--- src/hdl/luma_box_blur_macros.svh ---
// assertion macros shared by the luma box blur rtl
// no dependencies; define SYNTH to compile the assertions out
`ifndef LUMA_BOX_BLUR_MACROS_SVH
`define LUMA_BOX_BLUR_MACROS_SVH

`ifndef SYNTH

// assertion on an explicit clock and active-low reset
`define LBB_ASSERT_CLK(label, clk, rst_n, prop, msg) \
    label: assert property (@(posedge clk) disable iff (!rst_n) prop) else $error(msg);

// assertion on the module's own clk and rst_n
`define LBB_ASSERT(label, prop, msg) \
    `LBB_ASSERT_CLK(label, clk, rst_n, prop, msg)

`else

`define LBB_ASSERT_CLK(label, clk, rst_n, prop, msg)
`define LBB_ASSERT(label, prop, msg)

`endif

`endif

--- src/hdl/lbb_pkg.sv ---
// shared types, register map and divide helpers for the luma box blur
// no dependencies
package lbb_pkg;

    // register indexes, taken from paddr[3:2]
    localparam logic [1:0] REG_MODE   = 2'd0;
    localparam logic [1:0] REG_WIDTH  = 2'd1;
    localparam logic [1:0] REG_HEIGHT = 2'd2;

    // mode register codes
    localparam logic MODE_HORIZONTAL = 1'b0;
    localparam logic MODE_BOX        = 1'b1;

    // register reset values
    localparam logic        MODE_RESET   = 1'b0;
    localparam logic [11:0] WIDTH_RESET  = 12'd720;
    localparam logic [11:0] HEIGHT_RESET = 12'd576;

    // output queue sizing
    localparam int OUT_DEPTH = 8;
    localparam int OUT_AW    = $clog2(OUT_DEPTH);
    localparam int OUT_CW    = $clog2(OUT_DEPTH + 1);
    localparam logic [OUT_CW:0] STALL_LEVEL = (OUT_CW + 1)'(OUT_DEPTH - 2);

    // one result transaction
    typedef struct packed {
        logic [7:0] pixel;
        logic       eol;
        logic       eof;
    } lbb_result_t;

    // results produced by one pixel, in order
    typedef struct packed {
        logic [1:0]  count;
        lbb_result_t first;
        lbb_result_t second;
    } lbb_push_t;

    // floor(x / 3) for x up to 765, reciprocal 21846 / 2^16
    function automatic logic [7:0] div3(input logic [9:0] x);
        logic [25:0] p;
        p = {16'b0, x} * 26'd21846;
        return p[23:16];
    endfunction

    // floor(x / 9) for x up to 2295, reciprocal 7282 / 2^16
    function automatic logic [7:0] div9(input logic [11:0] x);
        logic [25:0] p;
        p = {14'b0, x} * 26'd7282;
        return p[23:16];
    endfunction

endpackage

--- src/hdl/lbb_out_fifo.sv ---
// output queue, takes up to two results a cycle and gives one while out_stall is low
// depends on lbb_pkg and luma_box_blur_macros.svh
`include "luma_box_blur_macros.svh"

module lbb_out_fifo
    import lbb_pkg::*;
(
    input  logic              clk,
    input  logic              rst_n,
    input  lbb_push_t         push,
    output logic              out_valid,
    input  logic              out_stall,
    output lbb_result_t       out_item,
    output logic [OUT_CW-1:0] level
);

    lbb_result_t       entry_reg [OUT_DEPTH];
    logic [OUT_AW-1:0] head_reg;
    logic [OUT_AW-1:0] head_next;
    logic [OUT_AW-1:0] tail_reg;
    logic [OUT_AW-1:0] tail_next;
    logic [OUT_CW-1:0] count_reg;
    logic [OUT_CW-1:0] count_next;
    logic              pop;

    assign out_valid = (count_reg != '0);
    assign out_item  = entry_reg[head_reg];
    assign level     = count_reg;
    assign pop       = out_valid && !out_stall;

    // pointer and level update
    always_comb
    begin
        head_next  = pop ? head_reg + OUT_AW'(1) : head_reg;
        tail_next  = tail_reg + OUT_AW'(push.count);
        count_next = count_reg + OUT_CW'(push.count) - OUT_CW'(pop);
    end

    always_ff @(posedge clk or negedge rst_n)
    begin
        if (!rst_n)
        begin
            head_reg  <= '0;
            tail_reg  <= '0;
            count_reg <= '0;
        end
        else
        begin
            head_reg  <= head_next;
            tail_reg  <= tail_next;
            count_reg <= count_next;
        end
    end

    // entry writes, second result goes one slot after the first
    always_ff @(posedge clk)
    begin
        if (push.count != 2'd0)
        begin
            entry_reg[tail_reg] <= push.first;
        end
        if (push.count == 2'd2)
        begin
            entry_reg[tail_reg + OUT_AW'(1)] <= push.second;
        end
    end

    `LBB_ASSERT(a_no_overflow, ({1'b0, count_reg} + (OUT_CW + 1)'(push.count)) <= (OUT_CW + 1)'(OUT_DEPTH), "output queue overflow")

endmodule

--- config.mk ---
export PLATFORM = sky130hd
export DESIGN_NAME = lbb_out_fifo
export DESIGN_NICKNAME = d
export VERILOG_FILES = /design/src/hdl/lbb_pkg.sv /design/src/hdl/lbb_out_fifo.sv
export VERILOG_INCLUDE_DIRS = /design/src /design/src/hdl
export SDC_FILE = /design/constraint.sdc
export NUM_CORES = 1
export LEC_CHECK = 0
export BUFFER_PORTS_ARGS = -buffer_cell sky130_fd_sc_hd__buf_4
export CORE_MARGIN = 3
export CORE_UTILIZATION = 45
export DETAILED_ROUTE_END_ITERATION = 12
export PLACE_DENSITY = 0.6
export SLEW_MARGIN = 20
export SYNTH_ARGS = -nofsm -noshare
export SYNTH_HDL_FRONTEND = slang
export SYNTH_SLANG_ARGS = --single-unit
--- constraint.sdc ---
create_clock -name clk -period 2.31 [get_ports clk]
set_input_delay 0.3465 -clock clk [delete_from_list [all_inputs] [get_ports clk]]
set_output_delay 0.3465 -clock clk [all_outputs]
set_load 0.05 [all_outputs]
==> results.md, run 1 <==
- RSZ-0062 raised after global routing: yes
- Number of synthesized register bits: 90
- Hold Crit Class: input pin to register
- Crit end category: output port
- Seq/Total Area, Yosys: 0.5691
- Final #Nets: approximately 390
- Synth top area share: 0.5154
- Crit path time final: 2.272 ns
- Final instance area: between 5000 and 6000 um2
- # rows: 36
- Final setup vio count: 0
- Area leader, netlist: edfxtp_1
- Synth-to-layout area growth: 22.04%
- Clock Sinks: 90
- First drt pass iteration count: 5
- Initial antenna violation count: 0
- Die height: between 100 and 150 um
- Worst Tran Pin Value: around 0.9 ns
- CTS Buf Count: 9
- Core area: around 10000 um2
- Slew HR: 0.4076
- CP Class: register to output port
- DRT iter0 DRCs: about 120
- Dpl ws: 0.1528 ns
- Chip Width: 107.8 um
- PwrDens: roughly 1400 nW/um2
- Final antenna-violating net count: 0
- VDD IR-drop max: 0.6950 mV
- Starting Density: 0.4703
- Crit share post-route: 0.9837
- Clock buffer depth: 2
- Dpl hpwl: roughly 7300 um
- Net count after synthesis: 310
- Number of global-route vias before repair: 2,860
- Max Clk Rate: 440.1 MHz
- GR Util met2: 0.3197
- RePlAce Congestion: 0.7614
- Maxcap violations: 0
- Clk slew on worst S/H paths: 0.09 ns
- Critical Path Fanout Max: 8
- Top Usage Layer GRT: met2
- First-pass GRT wire length: 16,750 um
- Antenna diode count: 0
- Placed Area: around 5400 um2
- Drt via density: between 5 and 6
- H-tree Lvls: 3
- Vias: around 2,700
- Status: completed
- Final hold violations: 0
- Post-Place Cells: 471
- Die ar.: about 12,000 um2
- Global-route met1 utilization: 0.2804
- Gr usage total: 0.1991
- Final Max Tran Viols: 0
- Met3 Usage GRT: 0.03419
- WL/cell: 21.66 um
- Top post-synthesis cells by area: edfxtp_1 (52%), mux2_2 (22%), mux4_2 (9.7%)
- Clk_skew: 0.01190 ns
- Final setup margin: approximately 0.038 ns
- Mean post-synth cell area: roughly 17 um2
- CTS tree: done
- Worst EP arrival: between 1.5 and 2 ns
- Post-synth cell types: 29
- Largest register FFs: 80
- Synth Instances: about 270
- Largest net degree at the start of global routing: 22
- Synth warn: 0
- Fill count: ~830
- LEAKAGE: about 2.1 nW
- CTS root buffer: clkbuf_8
- WL final: about 11,000 um
- Share of layout cells above drive strength 1: 0.6039
- Worst skew pair latency: about 0.36 ns
- GR Overflow Total: 0
- Io pins: 40
- Mapped Area: 4661 um2
- Port Buffers: 39
- Required time worst endpoint: ~2 ns
- Critical path startpoint category: register
- Final cell count without fillers: about 490
- Residual DRC count: 0
-- power by group --
group	total [mW]	internal [mW]	switching, mW
logic	4.04	1.83	2.21
registers	2.64	2.40	0.238
clock network	1.21	0.621	0.591
total	7.89	4.85	3.04
-- per-stage QoR --
| step | hold WS, ns | setup TNS, ns | utilization | power (mW) |
|---|---|---|---|---|
| final | 0.2827 | 0 | 0.5740 | 7.894 |
| after detailed placement | 0.1825 | 0 | 0.5428 | 6.535 |
| after CTS | 0.2702 | -0.1105 | 0.5730 | 7.957 |
| after global placement | 0.1872 | 0 | 0.5428 | 6.509 |
| after floorplan | 0.05091 | 0 | - | 5.160 |
| after global routing | 0.2954 | -0.3351 | 0.5740 | 8.294 |
-- placed cells by master, fill, tap and decap left out, types with 2 or more instances in the layout --
cell type,netlist,layout
dfrtp_2,0,3
nor2_2,2,2
nand3_1,2,2
buf_4,0,61
inv_1,13,13
buf_12,0,3
ha_1,9,9
mux4_2,20,20
nand2_1,6,6
edfxtp_1,80,80
clkinv_4,0,2
mux2_2,91,90
bufinv_16,0,2
dfrtp_1,10,7
o21ai_1,0,4
buf_6,2,11
fa_1,2,2
nor3b_1,3,2
clkbuf_8,0,9
xor2_1,4,4
o31ai_2,0,2
o22ai_1,2,2
buf_8,0,2
-- final timing paths --
path	start	end	slack, ns	cells after the start
max in group asynchronous	rst_n	head_reg[0]	1.80	2
worst max-delay path	head_reg[0]	out_item[6]	0.04	4
min in group asynchronous	rst_n	level[0]	0.36	2
worst max register to register	level[2]	level[2]	0.22	9
worst min-delay path	out_stall	head_reg[2]	0.28	3
worst min register to register	tail_reg[0]	tail_reg[0]	0.67	2
-- layout make-up --
class | instances | area [um2] | area share
Sequential cell | 90 | 2656 | 0.4670
Tap cell | 133 | 166.4 | 0.02926
Inverter | 13 | 48.80 | 0.008579
Clock inverter | 7 | 101.3 | 0.01782
Timing Repair Buffer | 78 | 681.9 | 0.1199
Clock buffer | 9 | 123.9 | 0.02178
Multi-Input combinational cell | 159 | 1909 | 0.3357
-- critical path: stages (launching register included) --
cell and delay [ns]:
dfrtp_2 0.43, buf_6 0.19, mux4_2 0.51, mux2_2 0.29, buf_6 0.15
-- logic make-up (layout without fill, tap and decap cells) --
group	Yosys count	count (layout)	share of synthesized area
muxes	111	111	0.3165
DFF	90	90	0.5691
buffers and inverters	25	107	0.02523
and+or+nand+nor	18	18	0.02443
AOI/OAI and AO/OA	12	12	0.01557
adders and majority gates	11	11	0.03275
xor gates and xnor gates	7	7	0.01638
-- routing by layer --
layer  part of all wire  vias up
met1               0.45     1406
li1                   -     1241
met5                  0        -
met4              0.016        0
met3              0.036       16
met2               0.49       60
-- what timing repair did --
action / CTS / global route
buffers inserted: 1 / 0
hold buffers: 1 / 0
hold endpoints to repair: 10 / 0
cloned: 0 / 0
resized for setup: 15 / 3
setup endpoints to repair: 10 / 11
-- cells in the mapped netlist (all sizes together) --
| master | count |
|---|---|
| a21o | 1 |
| o22ai | 2 |
| edfxtp | 80 |
| o21ai | 5 |
| nand3 | 2 |
| nor2 | 3 |
| ha | 9 |
| xor2 | 5 |
| dfrtp | 10 |
| o21bai | 1 |
| mux4 | 20 |
| nand4b | 1 |
| nor3b | 3 |
| a21oi | 1 |
| nand2 | 6 |
| xnor2 | 2 |
| fa | 2 |
| nor4b | 1 |
| clkbuf | 3 |
| mux2 | 91 |
| inv | 13 |
| nand2b | 1 |
| and4bb | 1 |
| buf | 9 |
| o31ai | 2 |
(Power assumes the default switching activity.)
==> run 2: changes to the inputs <==
--- a/config.mk
+++ b/config.mk
@@ -7,10 +7,12 @@
 export NUM_CORES = 1
 export LEC_CHECK = 0
 export BUFFER_PORTS_ARGS = -buffer_cell sky130_fd_sc_hd__buf_4
+export CELL_PAD_IN_SITES_DETAIL_PLACEMENT = 1
+export CELL_PAD_IN_SITES_GLOBAL_PLACEMENT = 1
 export CORE_MARGIN = 3
 export CORE_UTILIZATION = 45
 export DETAILED_ROUTE_END_ITERATION = 12
-export PLACE_DENSITY = 0.6
+export PLACE_DENSITY = 0.69
 export SLEW_MARGIN = 20
 export SYNTH_ARGS = -nofsm -noshare
 export SYNTH_HDL_FRONTEND = slang
==> results.md, run 2 (synthesized netlist as in run 1, its figures left out) <==
- Status: complete, but fails checks
- Failing checks: setup timing
- DRT iter0 DRCs: 85 (-29%)
- Share of layout cells above drive strength 1: 0.6100 (+0.006095)
- Final #Nets: 390 (+0.78%)
- Max Clk Rate: 430.5 MHz (-2.2%)
- Clk slew on worst S/H paths: 0.10 ns (about the same)
- Largest register FFs: 80 (unchanged)
- Drt via density: 5.581 (+0.23%)
- Worst EP arrival: 1.98 ns (+0.05 ns)
- First-pass GRT wire length: 18,240 um (+8.9%)
- Residual DRC count: 0 (unchanged)
- CTS tree: done
- Slew HR: 0.4647 (+0.05718)
- RePlAce Congestion: 0.7904 (+3.8%)
- Most frequent cells in the layout: mux2_2 (87), edfxtp_1 (80), buf_4 (62), mux4_2 (20), inv_1 (13)
- H-tree Lvls: 3 (unchanged)
- Fill count: 934 (+13%)
- PwrDens: 1410 nW/um2 (+1.6%)
- Initial antenna violation count: 0 (unchanged)
- Crit path time final: 2.323 ns (+0.05053 ns)
- RSZ-0062 raised after global routing: yes
- Final setup vio count: 3 (+3)
- Critical Path Fanout Max: 6 (-2)
- WL final: 11,710 um (+10%)
- Worst Tran Pin Value: 0.8029 ns (-0.08046 ns)
- Synth-to-layout area growth: 23.52%
- Io pins: 40 (unchanged)
- Clk_skew: 0.01317 ns (+0.001266 ns)
- Hold EP: level[0]
- Die height: 107.8 um (unchanged)
- # rows: 36 (unchanged)
- Largest net degree at the start of global routing: 17 (-23%)
- Setup tns final: -0.01683 ns (-0.01683 ns)
- Final Max Tran Viols: 0 (unchanged)
- Antenna diode count: 0 (unchanged)
- Core area: 9910 um2 (unchanged)
- GR Overflow Total: 0 (unchanged)
- Critical path startpoint category: register
- Worst skew pair latency: 0.36 ns (about the same)
- Chip Width: 107.8 um (unchanged)
- Post-route core utilization: 0.5809 (+0.006944)
- Die ar.: 11,610 um2 (unchanged)
- First drt pass iteration count: 4 (-1)
- Crit end category: output port
- Port Buffers: 39 (unchanged)
- Maxcap violations: 0 (unchanged)
- VDD IR-drop max: 0.6813 mV (-2.0%)
- Starting Density: 0.4703 (unchanged)
- Dpl hpwl: 7744 um (+6.1%)
- R2R cell count: 9 (unchanged)
- WL/cell: 23.79 um (+9.8%)
- CTS Buf Count: 9 (unchanged)
- R2R Setup Slk: 0.17 ns (-0.05 ns)
- Clock Sinks: 90 (unchanged)
- Hold_ws: 0.2888 ns (+0.006069 ns)
- Final antenna-violating net count: 0 (unchanged)
- Gr usage total: 0.2201 (+0.02102)
- Vias: 2,746 (+0.84%)
- RR Startpoint: level[2]
- Worst r2r dst: level[2]
- Crit share post-route: 1.006 (+0.02188)
- Hold path cells: 2 (-1)
- LEAKAGE: 2.135 nW (+1.6%)
- Final hold violations: 0 (unchanged)
- CP Class: register to output port
- Most common cell after layout, fill and taps aside: mux2_2
- Clock buffer depth: 2 (unchanged)
- Final setup margin: -0.01289 ns (-0.05053 ns)
- Required time worst endpoint: 1.96 ns (about the same)
- CTS root buffer: clkbuf_8
- Tot Pwr: 8.116 mW (+2.8%)
- Number of global-route vias before repair: 3,083 (+7.8%)
- Hold Crit Class: input pin to register
- Hold_sp: push[20]
## run 2: repair_timing
action	CTS	global route
pin swaps	0	0
setup buffers	3	0
hold buffers	1	0
hold endpoints to repair	10	0
gates resized for setup	23	1
cloned	3	0
setup endpoints to repair	10	11
## run 2: report_power, final
part	switching [mW]	leakage [nW]	internal [mW]	total, mW
logic	2.34	1.19	2.03	4.37
clock network	0.601	0.0962	0.508	1.11
registers	0.238	0.848	2.40	2.64
## run 2: layer usage
metal | wire, um | up-vias | part of all wire | track usage
met4 | 263 | 0 | 0.022 | 0.08476
met3 | 401 | 19 | 0.034 | 0.03899
met5 | 0 | - | 0 | 0
li1 | - | 1251 | - | -
met2 | 5902 | 53 | 0.50 | 0.3668
met1 | 5137 | 1423 | 0.44 | 0.2870
## run 2: how the worst max path moves through the flow
stage / slack (ns) / end / startpoint
floorplan: 0.03 / level[2] / level[2]
global placement: 0.17 / level[2] / level[2]
detailed placement: 0.09 / level[2] / level[2]
CTS: -0.04 / out_item[5] / head_reg[0]
global route: -0.08 / out_item[5] / head_reg[0]
finish: -0.01 / out_item[5] / head_reg[0]
## run 2: final cells by class
cell class	count	area (um2)	area share
Clock buffer	9	123.9	0.02152
Clock inverter	7	76.32	0.01326
Inverter	13	48.80	0.008476
Multi-Input combinational cell	159	1921	0.3336
Sequential cell	90	2656	0.4614
Tap cell	133	166.4	0.02891
Timing Repair Buffer	81	764.5	0.1328
## run 2: stage by stage
step / std cells / setup slack, ns / cell area, um2
finish: 492 / -0.01289 / 5757
global placement: 469 / 0.1723 / 5364
global route: 492 / -0.07692 / 5757
CTS: 492 / -0.03509 / 5752
floorplan: 274 / 0.02928 / 4663
detailed placement: 469 / 0.08959 / 5364
## run 2: worst max-delay path, stage by stage (launching register included)
cell	delay, ns
dfrtp_2	0.38
buf_6	0.13
buf_12	0.14
mux4_2	0.50
mux2_4	0.30
buf_6	0.16
